==> config.mk <==
export PLATFORM = sky130hd
export DESIGN_NAME = dn_normalize_stream
export DESIGN_NICKNAME = d
export VERILOG_FILES = /design/src/hdl/dnn_pkg.sv /design/src/hdl/dnn_front.sv /design/src/hdl/dnn_queue.sv /design/src/hdl/dnn_back.sv /design/src/hdl/dn_normalize_stream.sv
export SDC_FILE = /design/constraint.sdc
export NUM_CORES = 1
export LEC_CHECK = 0
export BUFFER_PORTS_ARGS = -buffer_cell sky130_fd_sc_hd__buf_2
export CORE_ASPECT_RATIO = 1.2
export CORE_MARGIN = 5
export CORE_UTILIZATION = 30
export CTS_CLUSTER_DIAMETER = 50
export DETAILED_ROUTE_END_ITERATION = 7
export PLACE_DENSITY = 0.55
export SLEW_MARGIN = 20
export SYNTH_ARGS = -nofsm -noshare
export SYNTH_HDL_FRONTEND = slang
export SYNTH_SLANG_ARGS = --single-unit
==> constraint.sdc <==
create_clock -name i_clk -period 2.93 [get_ports i_clk]
set_clock_uncertainty 0.1 [all_clocks]
set_input_delay 0.293 -clock i_clk [delete_from_list [all_inputs] [get_ports i_clk]]
set_output_delay 0.293 -clock i_clk [all_outputs]
set_load 0.005 [all_outputs]
==> src/hdl/dnn_pkg.sv <==
`default_nettype none

package dnn_pkg;

    // Depth of the store that holds blanks whose fate is still open.
    localparam int MAX_PENDING_BLANKS = 16;
    localparam int CNT_W = $clog2(MAX_PENDING_BLANKS + 1);
    localparam int PTR_W = (MAX_PENDING_BLANKS > 1) ? $clog2(MAX_PENDING_BLANKS) : 1;

    // Command queue between the parser and the output sequencer.
    localparam int QUEUE_DEPTH = 4;
    localparam int QPTR_W = $clog2(QUEUE_DEPTH);
    localparam int QCNT_W = $clog2(QUEUE_DEPTH + 1);

    localparam logic [7:0] CH_COMMA  = 8'h2C;
    localparam logic [7:0] CH_SEMI   = 8'h3B;
    localparam logic [7:0] CH_PLUS   = 8'h2B;
    localparam logic [7:0] CH_SPACE  = 8'h20;
    localparam logic [7:0] CH_NL     = 8'h0A;
    localparam logic [7:0] CH_BSLASH = 8'h5C;
    localparam logic [7:0] CH_QUOTE  = 8'h22;
    localparam logic [7:0] CH_EQUAL  = 8'h3D;

    // One command per accepted input word. The back end emits, in order:
    // the oldest stored blank if the store overflows, the stored blanks if
    // flushed, up to two bytes, and an end marker if nothing else came out.
    typedef struct packed {
        logic       has_out;
        logic       ovf;
        logic       push;
        logic       kind;
        logic       clear;
        logic       flush;
        logic [1:0] nch;
        logic [7:0] ch0;
        logic [7:0] ch1;
        logic       marker;
        logic       fin;
    } t_cmd;

endpackage

`default_nettype wire

==> src/hdl/dnn_front.sv <==
`default_nettype none

module dnn_front
    import dnn_pkg::*;
(
    input  wire logic       i_clk,
    input  wire logic       i_rst_n,
    input  wire logic       i_valid,
    input  wire logic [7:0] i_char,
    input  wire logic       i_final,
    input  wire logic       i_full,
    output logic            o_stall,
    output logic            o_wr_en,
    output t_cmd            o_cmd
);

    typedef enum logic [6:0] {
        ST_B4TYPE   = 7'b0000001,
        ST_INTYPE   = 7'b0000010,
        ST_B4EQUAL  = 7'b0000100,
        ST_B4VALUE  = 7'b0001000,
        ST_INVALUE  = 7'b0010000,
        ST_INQUOTED = 7'b0100000,
        ST_B4SEP    = 7'b1000000
    } t_state;

    t_state             r_state, n_state;
    logic               r_esc, n_esc;
    logic               r_held, n_held;
    logic [CNT_W-1:0]   r_cnt, n_cnt;
    t_cmd               cmd;
    logic               do_push;
    logic [CNT_W-1:0]   cnt_after;
    logic               blank, sep, needs;
    logic [7:0]         sep_out;

    assign blank   = (i_char == CH_SPACE) || (i_char == CH_NL);
    assign sep     = (i_char == CH_COMMA) || (i_char == CH_SEMI) || (i_char == CH_PLUS);
    assign needs   = (i_char == CH_BSLASH) || (i_char == CH_QUOTE);
    assign sep_out = (i_char == CH_PLUS) ? CH_PLUS : CH_COMMA;

    assign o_stall = i_full;
    assign o_wr_en = i_valid && !i_full;
    assign o_cmd   = cmd;

    always_comb begin
        cmd       = '0;
        cmd.kind  = (i_char == CH_NL);
        cmd.fin   = i_final;
        cmd.ch0   = i_char;
        n_state   = r_state;
        n_held    = r_held;
        n_cnt     = r_cnt;
        n_esc     = (i_char == CH_BSLASH) && !r_esc;
        do_push   = 1'b0;
        cnt_after = '0;

        unique case (r_state)
            ST_B4TYPE: begin
                if (!blank) begin
                    n_state = ST_INTYPE;
                    cmd.nch = 2'd1;
                end
            end
            ST_INTYPE: begin
                if (i_char == CH_EQUAL) begin
                    n_state = ST_B4VALUE;
                    cmd.nch = 2'd1;
                end else if (blank) begin
                    n_state = ST_B4EQUAL;
                end else begin
                    cmd.nch = 2'd1;
                end
            end
            ST_B4EQUAL: begin
                if (i_char == CH_EQUAL) begin
                    n_state = ST_B4VALUE;
                    cmd.nch = 2'd1;
                end else if (!blank) begin
                    cmd.nch = 2'd1;
                end
            end
            ST_B4VALUE: begin
                if (i_char == CH_QUOTE) begin
                    n_state = ST_INQUOTED;
                    cmd.nch = 2'd1;
                end else if (!blank) begin
                    n_state = ST_INVALUE;
                    if ((i_char == CH_BSLASH) && !r_esc) begin
                        n_held = 1'b1;
                    end else begin
                        cmd.nch = 2'd1;
                    end
                end
            end
            ST_INVALUE: begin
                if (!r_esc && sep) begin
                    cmd.clear = 1'b1;
                    n_cnt     = '0;
                    n_state   = ST_B4TYPE;
                    cmd.nch   = 2'd1;
                    cmd.ch0   = sep_out;
                end else if (r_esc && !needs && !sep) begin
                    n_held = 1'b0;
                    if (blank) begin
                        do_push = 1'b1;
                    end else begin
                        cmd.flush = 1'b1;
                        n_cnt     = '0;
                        cmd.nch   = 2'd1;
                    end
                end else if (r_esc) begin
                    n_held    = 1'b0;
                    cmd.flush = 1'b1;
                    n_cnt     = '0;
                    cmd.nch   = 2'd2;
                    cmd.ch0   = CH_BSLASH;
                    cmd.ch1   = i_char;
                end else if (i_char == CH_BSLASH) begin
                    n_held = 1'b1;
                end else if (blank) begin
                    do_push = 1'b1;
                end else begin
                    cmd.flush = 1'b1;
                    n_cnt     = '0;
                    cmd.nch   = 2'd1;
                end
            end
            ST_INQUOTED: begin
                if (!r_esc && (i_char == CH_QUOTE)) begin
                    n_state = ST_B4SEP;
                    cmd.nch = 2'd1;
                end else if (r_esc) begin
                    n_held = 1'b0;
                    if (needs) begin
                        cmd.nch = 2'd2;
                        cmd.ch0 = CH_BSLASH;
                        cmd.ch1 = i_char;
                    end else begin
                        cmd.nch = 2'd1;
                    end
                end else if (i_char == CH_BSLASH) begin
                    n_held = 1'b1;
                end else begin
                    cmd.nch = 2'd1;
                end
            end
            ST_B4SEP: begin
                if (sep) begin
                    n_state = ST_B4TYPE;
                    cmd.nch = 2'd1;
                    cmd.ch0 = sep_out;
                end
            end
            default: begin
                n_state = r_state;
            end
        endcase

        // A full store sends its oldest blank out early; the count holds.
        if (do_push) begin
            cmd.push = 1'b1;
            if (r_cnt == CNT_W'(MAX_PENDING_BLANKS)) begin
                cmd.ovf = 1'b1;
            end else begin
                n_cnt = r_cnt + 1'b1;
            end
        end
        cnt_after = n_cnt;

        // End of name: waiting blanks go out, then a held backslash.
        if (i_final) begin
            cmd.flush = 1'b1;
            if (n_held) begin
                if (cmd.nch == 2'd0) begin
                    cmd.ch0 = CH_BSLASH;
                    cmd.nch = 2'd1;
                end else begin
                    cmd.ch1 = CH_BSLASH;
                    cmd.nch = 2'd2;
                end
            end
            cmd.marker = !cmd.ovf && (cnt_after == '0) && (cmd.nch == 2'd0);
            n_state = ST_B4TYPE;
            n_esc   = 1'b0;
            n_held  = 1'b0;
            n_cnt   = '0;
        end

        cmd.has_out = cmd.ovf || (cmd.nch != 2'd0) || cmd.marker
                      || (i_final && (cnt_after != '0));
    end

    always_ff @(posedge i_clk) begin
        if (!i_rst_n) begin
            r_state <= ST_B4TYPE;
            r_esc   <= 1'b0;
            r_held  <= 1'b0;
            r_cnt   <= '0;
        end else if (o_wr_en) begin
            r_state <= n_state;
            r_esc   <= n_esc;
            r_held  <= n_held;
            r_cnt   <= n_cnt;
        end
    end

endmodule

`default_nettype wire

==> src/hdl/dnn_queue.sv <==
`default_nettype none

module dnn_queue
    import dnn_pkg::*;
(
    input  wire logic i_clk,
    input  wire logic i_rst_n,
    input  wire logic i_wr_en,
    input  wire t_cmd i_wr_cmd,
    output logic      o_full,
    input  wire logic i_rd_en,
    output t_cmd      o_rd_cmd,
    output logic      o_empty
);

    t_cmd              r_entry [QUEUE_DEPTH];
    logic [QPTR_W-1:0] r_wr_ptr, r_rd_ptr;
    logic [QCNT_W-1:0] r_count;

    assign o_full   = (r_count == QCNT_W'(QUEUE_DEPTH));
    assign o_empty  = (r_count == '0);
    assign o_rd_cmd = r_entry[r_rd_ptr];

    always_ff @(posedge i_clk) begin
        if (i_wr_en) begin
            r_entry[r_wr_ptr] <= i_wr_cmd;
        end
    end

    always_ff @(posedge i_clk) begin
        if (!i_rst_n) begin
            r_wr_ptr <= '0;
            r_rd_ptr <= '0;
            r_count  <= '0;
        end else begin
            if (i_wr_en) begin
                r_wr_ptr <= (r_wr_ptr == QPTR_W'(QUEUE_DEPTH - 1)) ? '0 : r_wr_ptr + 1'b1;
            end
            if (i_rd_en) begin
                r_rd_ptr <= (r_rd_ptr == QPTR_W'(QUEUE_DEPTH - 1)) ? '0 : r_rd_ptr + 1'b1;
            end
            if (i_wr_en && !i_rd_en) begin
                r_count <= r_count + 1'b1;
            end else if (!i_wr_en && i_rd_en) begin
                r_count <= r_count - 1'b1;
            end
        end
    end

endmodule

`default_nettype wire

==> src/hdl/dnn_back.sv <==
`default_nettype none

module dnn_back
    import dnn_pkg::*;
(
    input  wire logic       i_clk,
    input  wire logic       i_rst_n,
    input  wire logic       i_empty,
    input  wire t_cmd       i_cmd,
    output logic            o_rd_en,
    output logic            o_out_valid,
    input  wire logic       i_out_stall,
    output logic [7:0]      o_out_char,
    output logic            o_char_valid,
    output logic            o_trim_overflow,
    output logic            o_name_done,
    output logic            o_last_of_run
);

    // Blank store: a ring of kind bits, 0 for space and 1 for newline.
    logic               r_kind_mem [MAX_PENDING_BLANKS];
    logic [PTR_W-1:0]   r_head;
    logic [CNT_W-1:0]   r_cnt;

    logic               r_busy;
    logic               r_ovf, r_kind, r_flush, r_marker, r_fin;
    logic [1:0]         r_nch;
    logic [7:0]         r_ch0, r_ch1;

    logic               r_out_valid;
    logic [7:0]         r_out_char;
    logic               r_char_valid, r_trim_overflow, r_name_done, r_last_of_run;

    logic               out_free, emit, last, load;
    logic               sel_ovf, sel_flush, sel_char;
    logic [7:0]         e_char;
    logic               e_char_valid;
    logic [CNT_W:0]     tail_sum;
    logic [PTR_W-1:0]   tail;
    logic [PTR_W-1:0]   head_inc;
    logic [7:0]         head_blank;
    logic               load_push;

    assign out_free   = !r_out_valid || !i_out_stall;
    assign emit       = r_busy && out_free;
    assign head_blank = r_kind_mem[r_head] ? CH_NL : CH_SPACE;
    assign head_inc   = (r_head == PTR_W'(MAX_PENDING_BLANKS - 1)) ? '0 : r_head + 1'b1;

    always_comb begin
        tail_sum = (CNT_W + 1)'(r_head) + (CNT_W + 1)'(r_cnt);
        if (tail_sum >= (CNT_W + 1)'(MAX_PENDING_BLANKS)) begin
            tail_sum = tail_sum - (CNT_W + 1)'(MAX_PENDING_BLANKS);
        end
        tail = tail_sum[PTR_W-1:0];
    end

    always_comb begin
        sel_ovf      = 1'b0;
        sel_flush    = 1'b0;
        sel_char     = 1'b0;
        e_char       = 8'h00;
        e_char_valid = 1'b1;
        last         = 1'b1;
        priority if (r_ovf) begin
            sel_ovf = 1'b1;
            e_char  = head_blank;
            last    = !r_flush && (r_nch == 2'd0) && !r_marker;
        end else if (r_flush && (r_cnt != '0)) begin
            sel_flush = 1'b1;
            e_char    = head_blank;
            last      = (r_cnt == CNT_W'(1)) && (r_nch == 2'd0) && !r_marker;
        end else if (r_nch != 2'd0) begin
            sel_char = 1'b1;
            e_char   = r_ch0;
            last     = (r_nch == 2'd1) && !r_marker;
        end else begin
            e_char_valid = 1'b0;
        end
    end

    assign load      = !i_empty && (!r_busy || (emit && last));
    assign o_rd_en   = load;
    assign load_push = load && i_cmd.push && !i_cmd.ovf;

    always_ff @(posedge i_clk) begin
        if (emit && sel_ovf) begin
            r_kind_mem[tail] <= r_kind;
        end else if (load_push) begin
            r_kind_mem[tail] <= i_cmd.kind;
        end
    end

    always_ff @(posedge i_clk) begin
        if (!i_rst_n) begin
            r_head <= '0;
            r_cnt  <= '0;
        end else begin
            if (emit && (sel_ovf || sel_flush)) begin
                r_head <= head_inc;
            end
            if (load && i_cmd.clear) begin
                r_cnt <= '0;
            end else if (emit && sel_flush && !load_push) begin
                r_cnt <= r_cnt - 1'b1;
            end else if (load_push && !(emit && sel_flush)) begin
                r_cnt <= r_cnt + 1'b1;
            end
        end
    end

    always_ff @(posedge i_clk) begin
        if (!i_rst_n) begin
            r_busy <= 1'b0;
        end else if (load) begin
            r_busy <= i_cmd.has_out;
        end else if (emit && last) begin
            r_busy <= 1'b0;
        end
    end

    always_ff @(posedge i_clk) begin
        if (load) begin
            r_ovf    <= i_cmd.ovf;
            r_kind   <= i_cmd.kind;
            r_flush  <= i_cmd.flush;
            r_nch    <= i_cmd.nch;
            r_ch0    <= i_cmd.ch0;
            r_ch1    <= i_cmd.ch1;
            r_marker <= i_cmd.marker;
            r_fin    <= i_cmd.fin;
        end else if (emit) begin
            if (sel_ovf) begin
                r_ovf <= 1'b0;
            end
            if (sel_char) begin
                r_ch0 <= r_ch1;
                r_nch <= r_nch - 1'b1;
            end
        end
    end

    always_ff @(posedge i_clk) begin
        if (!i_rst_n) begin
            r_out_valid <= 1'b0;
        end else if (out_free) begin
            r_out_valid <= emit;
        end
    end

    always_ff @(posedge i_clk) begin
        if (out_free) begin
            r_out_char      <= e_char;
            r_char_valid    <= e_char_valid;
            r_trim_overflow <= sel_ovf;
            r_name_done     <= last && r_fin;
            r_last_of_run   <= last;
        end
    end

    assign o_out_valid     = r_out_valid;
    assign o_out_char      = r_out_char;
    assign o_char_valid    = r_char_valid;
    assign o_trim_overflow = r_trim_overflow;
    assign o_name_done     = r_name_done;
    assign o_last_of_run   = r_last_of_run;

endmodule

`default_nettype wire

==> src/hdl/dn_normalize_stream.sv <==
// Streaming normalizer for a distinguished name. One byte of the name enters
// per input word, with i_final_byte set on its last byte, and the normalized
// name leaves one byte per output word. A parser in the front end takes one
// input word per cycle while the queue has room and turns it into a command;
// a four-entry command queue decouples it from the output sequencer, which
// emits one word per cycle unless i_out_stall holds it. Plain text, in which
// each byte yields one output, thus streams at one byte per cycle. Each
// additional output of the same input (a blank pushed out of a full blank
// store, the blanks released when a value continues, an escaped backslash or
// quote pair, the blanks and held backslash at the end of a name) takes an
// output word of its own; the queue absorbs short bursts, so the input stalls
// only while all four queue entries are taken. An input word that produces
// nothing (a dropped blank, a held backslash) still takes one queue slot.
// Every result of one input word carries o_last_of_run on its final word,
// and the final word of a name carries o_name_done; a name end that yields
// no byte gives one word with o_char_valid low and o_out_char zero. The
// blank store holds up to MAX_PENDING_BLANKS blanks of an unquoted value.
`default_nettype none

module dn_normalize_stream
    import dnn_pkg::*;
(
    input  wire logic       i_clk,
    input  wire logic       i_rst_n,

    input  wire logic       i_in_valid,
    output logic            o_in_stall,
    input  wire logic [7:0] i_in_char,
    input  wire logic       i_final_byte,

    output logic            o_out_valid,
    input  wire logic       i_out_stall,
    output logic [7:0]      o_out_char,
    output logic            o_char_valid,
    output logic            o_trim_overflow,
    output logic            o_name_done,
    output logic            o_last_of_run
);

    // Commands travel from the parser to the sequencer through the queue.
    t_cmd wr_cmd;
    t_cmd rd_cmd;
    logic wr_en;
    logic rd_en;
    logic q_full;
    logic q_empty;

    // The parser accepts a word whenever the queue has room.
    dnn_front u_front (
        .i_clk   (i_clk),
        .i_rst_n (i_rst_n),
        .i_valid (i_in_valid),
        .i_char  (i_in_char),
        .i_final (i_final_byte),
        .i_full  (q_full),
        .o_stall (o_in_stall),
        .o_wr_en (wr_en),
        .o_cmd   (wr_cmd)
    );

    dnn_queue u_queue (
        .i_clk    (i_clk),
        .i_rst_n  (i_rst_n),
        .i_wr_en  (wr_en),
        .i_wr_cmd (wr_cmd),
        .o_full   (q_full),
        .i_rd_en  (rd_en),
        .o_rd_cmd (rd_cmd),
        .o_empty  (q_empty)
    );

    // The sequencer owns the blank store and the registered output stage.
    dnn_back u_back (
        .i_clk           (i_clk),
        .i_rst_n         (i_rst_n),
        .i_empty         (q_empty),
        .i_cmd           (rd_cmd),
        .o_rd_en         (rd_en),
        .o_out_valid     (o_out_valid),
        .i_out_stall     (i_out_stall),
        .o_out_char      (o_out_char),
        .o_char_valid    (o_char_valid),
        .o_trim_overflow (o_trim_overflow),
        .o_name_done     (o_name_done),
        .o_last_of_run   (o_last_of_run)
    );

endmodule

`default_nettype wire
Word level (Yosys, flattened, before mapping)
Memories as Yosys holds them, arrays and structs flattened. A register that Yosys moved wholly into a read port is not among the register bits. Cells that the tools add are included. Widths: inputs -> output; s select.

Logic and storage cells: 263. Memory bits (writable): 120. Memories: 2. Output and inout bits: 14. Register bits after elaboration: 67. Input bits: 13.

Bitwise gates (word level): 2. $add $sub $neg: 11. Equality and inequality tests: 29. $lt $le $gt $ge: 1. Reduce and logical (&&, ||, !) cells: 77. Mux-type cells: 117.

Memories: u_queue.r_entry (depth 4, width 26, read ports 1, clocked after Yosys merged registers in 1, wr ports 1, line dnn_queue.sv:16) `t_cmd r_entry [QUEUE_DEPTH];`; u_back.r_kind_mem (depth 16, width 1, read ports 1, clocked after Yosys merged registers in 1, wr ports 1, line dnn_back.sv:21) `logic r_kind_mem [MAX_PENDING_BLANKS];`.

Operators by type and width (count): $mux 16 (5); $mux 8 (9); $mux 7 (10); $mux 5 (11); $pmux 7 s7 (1); $eq 8x6->1 const B (6); $mux 1 (44); $mux 18 (2); $mux 2 (16); $logic_and 1x1->1 (29); $pmux 8 s3 (1); $mux 3 (7); $mux 20 (1); $logic_not 1->1 (16); $mux 4 (4); $pmux 8 s2 (1); $reduce_bool 2->1 (8); $ne 3x2->1 const B (4); $pmux 2 s6 (1); $add 5x1->5 const B (2); $logic_or 1x1->1 (10); $mux 10 (1); $reduce_bool 5->1 (2); $mux 9 (1); other kinds (38) (45).

Depth between registers and ports, before layout
Depth after elaboration: 19. Depth in mapped cells: 12. Gate-level depth less buffers: 12.

Hierarchy
From an unflattened synthesis, not the netlist that was laid out.

Cells, all modules: 645. Area, all modules: 9039.9 µm².

Modules (own cells, without submodules): dnn_queue (seq. area each 3303.2 µm², times used 1, cells an instance 180, area each 4255.3 µm²); dnn_back (seq. area each 1831.8 µm², times used 1, cells an instance 230, area each 3076.7 µm²); dnn_front (seq. area each 280.3 µm², times used 1, cells an instance 235, area each 1707.9 µm²).

Least setup slack after synthesis
OpenSTA, ideal clock, no wires.

Path type: register to register. From: register u_back.r_cnt[1]. To: register u_back.r_ch0[0] (enable). Path buffers: 1. Arrival time: 2.614 ns. Slack: -0.160 ns. Clock period less this slack: 3.090 ns. Stages on the path, launching flop included: 9. Required time: 2.454 ns. Setup time: 0.376 ns. Cells stage by stage: dfxtp_1 -> inv_1 -> ha_1 -> nor4b_1 -> o221ai_1 -> a2111oi_4 -> buf_2 -> nor2_1 -> nor2_1.

Longest elaborated chain between the ends: 10. Elaborated cells on any way between the ends: 15. Classes of those cells: eq/ne (1); mux (4); reduce/logical (10).

RTL lines: from (decl) (line dnn_back.sv:23) `logic [CNT_W-1:0] r_cnt;`; from (signal assigned) (line dnn_back.sv:104) `r_cnt <= r_cnt - 1'b1;`; from (signal assigned) (line dnn_back.sv:106) `r_cnt <= r_cnt + 1'b1;`; $eq 5x1->1 (line dnn_back.sv:71) `last = (r_cnt == CNT_W'(1)) && (r_nch == 2'd0) && !r_marker;`; $logic_and 1x1->1 (2 in a row) (line dnn_back.sv:71); $mux 1 (line dnn_back.sv:68) `end else if (r_flush && (r_cnt != '0)) begin`; $mux 1 (line dnn_back.sv:64) `priority if (r_ovf) begin`; $logic_and 1x1->1 (line dnn_back.sv:81) `assign load = !i_empty && (!r_busy || (emit && last));`; $logic_or 1x1->1 (line dnn_back.sv:81); $logic_and 1x1->1 (line dnn_back.sv:81); $reduce_bool 2->1 (no line); $reduce_and 2->1 (no line) (*); to (signal assigned) (line dnn_back.sv:127) `r_ch0 <= i_cmd.ch0;`; to (signal assigned) (line dnn_back.sv:136) `r_ch0 <= r_ch1;`; to (decl) (line dnn_back.sv:28) `logic [7:0] r_ch0, r_ch1;`.

Every way passes the cells marked *; elsewhere a longest branch is shown, timed or not. A chain may end at the register's enable or synchronous reset.

Worst setup path in the final report
From: register u_back.r_ovf. To: register u_queue.r_count[2].

Longest elaborated chain between the ends: 7. Elaborated cells on any way between the ends: 9. Classes of those cells: mux (2); reduce/logical (7).

RTL lines: from (decl) (line dnn_back.sv:26) `logic r_ovf, r_kind, r_flush, r_marker, r_fin;`; from (signal assigned) (line dnn_back.sv:123) `r_ovf <= i_cmd.ovf;`; $mux 1 (*) (line dnn_back.sv:64); $logic_and 1x1->1 (*) (line dnn_back.sv:81); $logic_or 1x1->1 (*) (line dnn_back.sv:81); $logic_and 1x1->1 (*) (line dnn_back.sv:81); $logic_not 1->1 (line dnn_queue.sv:42) `if (i_wr_en && !i_rd_en) begin`; $logic_and 1x1->1 (line dnn_queue.sv:42); $mux 3 or $reduce_bool 2->1 (tied branches); to (signal assigned) (line dnn_queue.sv:43) `r_count <= r_count + 1'b1;`; to (signal assigned) (line dnn_queue.sv:45) `r_count <= r_count - 1'b1;`; to (decl) (line dnn_queue.sv:18) `logic [QCNT_W-1:0] r_count;`.

Marks and branches as above.

==> run_summary.xml <==
<?xml version="1.0" encoding="UTF-8"?>
<metrics>
  <group name="logic_synthesis">
    <metric name="synth.lib_cells_used.distinct" unit="">66</metric>
    <metric name="synthCells" unit="">637</metric>
    <metric name="synth_top_family_by_area" unit="">simple AND/OR/NAND/NOR gates</metric>
    <metric name="synth.avg_cell_area" unit="sq um">13.6</metric>
    <metric name="synth_seq_area_share" unit="">0.627</metric>
    <metric name="synth_area" unit="sq um">8640</metric>
    <metric name="portion_of_netlist_area_occupied_by_mux_cells" unit="">0.0995</metric>
    <metric name="synth-adder-area-share" unit="">0.0307</metric>
    <metric name="synth_simple_gate_area_share" unit="">0.132</metric>
    <metric name="synth-warning-count" unit="">0</metric>
    <metric name="yosys.area_share.xor_xnor" unit="">0.0172</metric>
    <metric name="synth_enable_flop_cells" unit="">155</metric>
    <metric name="async_flop_share" unit="">0</metric>
    <metric name="synth_ff_type" unit="">edfxtp_1</metric>
    <metric name="synth-compound-area-share" unit="">0.0742</metric>
    <metric name="synth_seq_cells" unit="">193</metric>
  </group>
  <group name="sta">
    <metric name="timing_worst_slew_pin_value" unit="ns">0.619</metric>
    <metric name="worst_hold_slack" unit="ns">0.0458</metric>
    <metric name="post-route-min-period" unit="ns">2.80</metric>
    <metric name="timing.slew.headroom" unit="">0.586</metric>
    <metric name="post-route-period-util" unit="">0.955</metric>
    <metric name="final_hold_viol_count" unit="">0</metric>
    <metric name="timing.fmax" unit="MHz">357</metric>
    <metric name="fin_tns_setup" unit="ns">0</metric>
    <metric name="report.final.setup_viol" unit="">0</metric>
    <metric name="final-max-slew-violation-count" unit="">0</metric>
  </group>
  <group name="setup_path">
    <metric name="critical_path.startpoint_type" unit="">flip-flop</metric>
    <metric name="critical-path-slowest-cell" unit="">or4_4</metric>
    <metric name="r2r_end" unit="">u_queue.r_count[2]</metric>
    <metric name="reg2regPathDepth" unit="">10</metric>
    <metric name="worstSetupPathType" unit="">reg -&gt; reg</metric>
    <metric name="r2r_slack" unit="ns">0.13</metric>
    <metric name="critical_path_required" unit="ns">3.18</metric>
    <metric name="worstPathCellList" unit="">or4_4, o211a_1, a2111oi_4, inv_2, ha_2, inv_1, fa_2, xor2_1, or3_1, a21oi_1</metric>
    <metric name="rr_startpoint" unit="">u_back.r_ovf</metric>
    <metric name="cp.arrival" unit="ns">3.04</metric>
    <metric name="critPathTopFamily" unit="">simple AND/OR/NAND/NOR gates</metric>
    <metric name="cp.buffers_inverters" unit="">2</metric>
    <metric name="cp_slowest_stage_delay" unit="ns">0.49</metric>
    <metric name="critPathMaxFanout" unit="">4</metric>
    <metric name="timing.critical_path.to_type" unit="">flip-flop</metric>
  </group>
  <group name="floorplan">
    <metric name="die_area" unit="sq um">32300</metric>
    <metric name="floorplan.initialDensity" unit="">0.302</metric>
    <metric name="core_area" unit="sq um">28600</metric>
    <metric name="die-height" unit="um">196</metric>
    <metric name="rows" unit="">68</metric>
    <metric name="design.portCount" unit="">27</metric>
    <metric name="die_w" unit="um">165</metric>
  </group>
  <group name="detailed_routing">
    <metric name="detail_route.drc_violations" unit="">0</metric>
    <metric name="wl_per_cell" unit="um">15.9</metric>
    <metric name="dr.first_iter.drc_count" unit="">381</metric>
    <metric name="routed_wl" unit="um">17600</metric>
    <metric name="dr_total_vias" unit="">5169</metric>
    <metric name="antenna_violating_nets_post_route" unit="">0</metric>
    <metric name="drt_first_pass_iters" unit="">5</metric>
    <metric name="routed_via_density" unit="">4.67</metric>
  </group>
  <group name="cts">
    <metric name="cts.sink_count" unit="">193</metric>
    <metric name="cts.path.max_buffers" unit="">2</metric>
    <metric name="cts_buffers" unit="">17</metric>
    <metric name="tritoncts" unit="">yes</metric>
    <metric name="clock_tree.htree_level_count" unit="">4</metric>
    <metric name="clk_latency" unit="ns">0.42</metric>
    <metric name="count_of_cells_resized_by_post_cts_repair" unit="">0</metric>
    <metric name="cts.repair_timing.setup_buffer_count" unit="">0</metric>
    <metric name="clk_root_buffer_cell" unit="">clkbuf_16</metric>
    <metric name="clk_transition_reported_paths" unit="ns">0.07</metric>
    <metric name="postCtsHoldBufs" unit="">0</metric>
  </group>
  <group name="finish">
    <metric name="layout-area-overhead-vs-synth" unit="%">17.4</metric>
    <metric name="layout.cell_area.non_filler" unit="sq um">10100</metric>
    <metric name="num_antenna_cells" unit="">0</metric>
    <metric name="area.sequential" unit="sq um">5420</metric>
    <metric name="layout.filler_cells" unit="">2791</metric>
    <metric name="final_cells" unit="">1107</metric>
    <metric name="num-nets-final" unit="">742</metric>
    <metric name="multi_input_area" unit="sq um">3100</metric>
    <metric name="layout-drive-gt1-share" unit="">0.217</metric>
  </group>
  <group name="placed_design">
    <metric name="dp.final_hpwl" unit="um">12500</metric>
    <metric name="port_buffers" unit="">26</metric>
    <metric name="gp_congestion" unit="">0.831</metric>
    <metric name="area_of_placed_instances" unit="sq um">9520</metric>
    <metric name="placed_cells_incl_taps" unit="">1075</metric>
  </group>
  <group name="hold_path">
    <metric name="hp-class" unit="">in -&gt; reg</metric>
    <metric name="worstHoldStart" unit="">i_out_stall</metric>
    <metric name="worstHoldPathCells" unit="">3</metric>
    <metric name="worst_hold_path.endpoint" unit="">u_back.o_out_valid</metric>
  </group>
  <group name="grt">
    <metric name="grt_max_degree" unit="">27</metric>
    <metric name="grt.overflow.total" unit="">0</metric>
    <metric name="grt.total_usage" unit="">0.112</metric>
    <metric name="grt_antenna_before_repair" unit="">0</metric>
    <metric name="grt_first_pass_wirelength" unit="um">28200</metric>
    <metric name="via_count_of_the_first_global_routing_pass" unit="">5245</metric>
  </group>
  <group name="run_status">
    <metric name="status" unit="">finished, final reports clean</metric>
  </group>
  <group name="pwr">
    <metric name="power.ir.vdd_worst" unit="mV">0.384</metric>
    <metric name="p_leak" unit="nW">3.59</metric>
    <metric name="power_density" unit="nW/um^2">840</metric>
  </group>
  <group name="flow_run">
    <metric name="maxCapViolations" unit="">0</metric>
  </group>
</metrics>
==> cell families (layout without fill, tap and decap cells) <==
kind of cell             after synthesis  after routing
other                                  1              4
XOR/XNOR                              17             17
buffers and inverters                 42            124
AND/OR/NAND/NOR                      221            221
adder cells (fa/ha/maj)               20             20
flip-flops                           193            193
AO/OA/AOI/OAI                         97             97
multiplexers                          46             46
==> cell usage after synthesis, types with 2 or more instances <==
| cell type | number | area (sq um) |
|---|---|---|
| nand3b_1 | 2 | 15.0 |
| clkbuf_1 | 15 | 56.3 |
| o21a_1 | 2 | 15.0 |
| o31ai_1 | 3 | 22.5 |
| nand3_1 | 21 | 105 |
| nor3_1 | 13 | 65.1 |
| ha_1 | 18 | 225 |
| edfxtp_1 | 155 | 4650 |
| buf_1 | 2 | 7.51 |
| a21oi_1 | 27 | 135 |
| and3_1 | 12 | 75.1 |
| mux2_2 | 9 | 101 |
| fa_1 | 2 | 40.0 |
| xor2_1 | 11 | 96.3 |
| nor4_1 | 4 | 25.0 |
| a22oi_1 | 5 | 37.5 |
| xnor2_1 | 6 | 52.6 |
| nand2b_1 | 8 | 50.1 |
| nand4_1 | 2 | 12.5 |
| dfxtp_1 | 38 | 761 |
| nand4b_1 | 4 | 35.0 |
| mux4_2 | 31 | 698 |
| or4_1 | 2 | 15.0 |
| or3_1 | 8 | 50.1 |
| a211oi_1 | 4 | 30.0 |
| buf_2 | 2 | 10.0 |
| nor2b_1 | 6 | 37.5 |
| o211ai_1 | 3 | 22.5 |
| o21bai_1 | 2 | 15.0 |
| and4b_1 | 4 | 40.0 |
| a31oi_1 | 6 | 37.5 |
| and2_1 | 10 | 62.6 |
| nor2_1 | 67 | 251 |
| a21o_1 | 9 | 67.6 |
| nor4b_1 | 6 | 52.6 |
| nand2_1 | 43 | 161 |
| mux2i_1 | 6 | 60.1 |
| o21ai_0 | 21 | 105 |
| inv_1 | 21 | 78.8 |
==> report_power, final <==
part / internal [mW] / switching, mW / leakage, nW / total, mW
Combinational: 1.07 / 1.28 / 1.52 / 2.34
Sequential: 3.65 / 0.203 / 1.79 / 3.85
Clock: 1.35 / 0.982 / 0.281 / 2.33
Total: 6.06 / 2.46 / 3.59 / 8.52
==> worst max-delay path by stage <==
stage	start	end	slack, ns	cells after the start
after floorplan	u_back.r_cnt[2]	u_queue.r_count[2]	0.02	11
after global placement	i_in_char[0]	u_front.r_state[3]	0.07	9
after detailed placement	i_in_char[0]	u_front.r_state[3]	0.03	9
after CTS	u_back.r_cnt[1]	u_queue.r_count[2]	0.10	12
after global routing	u_back.r_cnt[1]	u_queue.r_count[2]	-0.05	12
final	u_back.r_ovf	u_queue.r_count[2]	0.13	10
==> state kept, by name, summed over array words and instances, names as in the netlist, 2 cells and up, named ones only <==
name               flops
u_back.o_out_char      8
u_back.r_ch0           8
u_back.r_ch1           8
u_back.r_cnt           5
u_back.r_head          4
u_back.r_kind_mem     16
u_back.r_nch           2
u_front.r_cnt          5
u_front.r_state        7
u_queue.r_count        3
u_queue.r_entry      104
u_queue.r_rd_ptr       2
u_queue.r_wr_ptr       2
==> cell type report <==
cell class,count,share of cell area
multi-input cells,405,0.306
well taps,385,0.0475
clock inverters,13,0.0159
inverters,22,0.00814
repair buffers,70,0.0458
clock buffers,19,0.0427
flip-flops and latches,193,0.534
==> cell usage in the layout, fill, tap and decap left out, types with 6 or more instances in the layout <==
cell	count
nand2b_1	8
ha_1	16
edfxtp_1	155
and3_1	12
clkbuf_16	17
buf_4	43
nor3_1	13
xor2_1	11
mux2_2	9
a21oi_1	27
nor2_1	66
dfxtp_1	37
nand2_1	43
inv_1	20
and2_1	10
xnor2_1	6
o21ai_0	21
buf_2	26
nand3_1	21
mux4_2	31
mux2i_1	6
a21o_1	9
or3_1	8
a31oi_1	6
nor2b_1	6
==> routing by layer <==
| metal | global-route usage | up-vias | part of all wire |
|---|---|---|---|
| met5 | 0 | - | 0 |
| met4 | 0.0311 | 0 | 0.012 |
| met3 | 0.0221 | 14 | 0.035 |
| met2 | 0.185 | 103 | 0.49 |
| met1 | 0.149 | 2485 | 0.46 |
| li1 | - | 2567 | - |
==> through the flow <==
stage | util | worst slack [ns] | total power, mW
after floorplan | - | 0.0240 | 5.41
after global placement | 0.333 | 0.0727 | 6.23
after detailed placement | 0.333 | 0.0335 | 6.24
after CTS | 0.354 | 0.104 | 8.58
after global routing | 0.355 | -0.0472 | 8.99
final | 0.355 | 0.132 | 8.52
==> worst register-to-register path: cells and delay by family, from the launching register on <==
family / cells / cell delay (ns)
flops: 1 / 0.39
compound gates: 3 / 0.77
xor+xnor: 1 / 0.07
buf+inv: 2 / 0.18
simple gates: 2 / 0.80
fa+ha+maj: 2 / 0.42
Power figures use the tool's default switching activity.
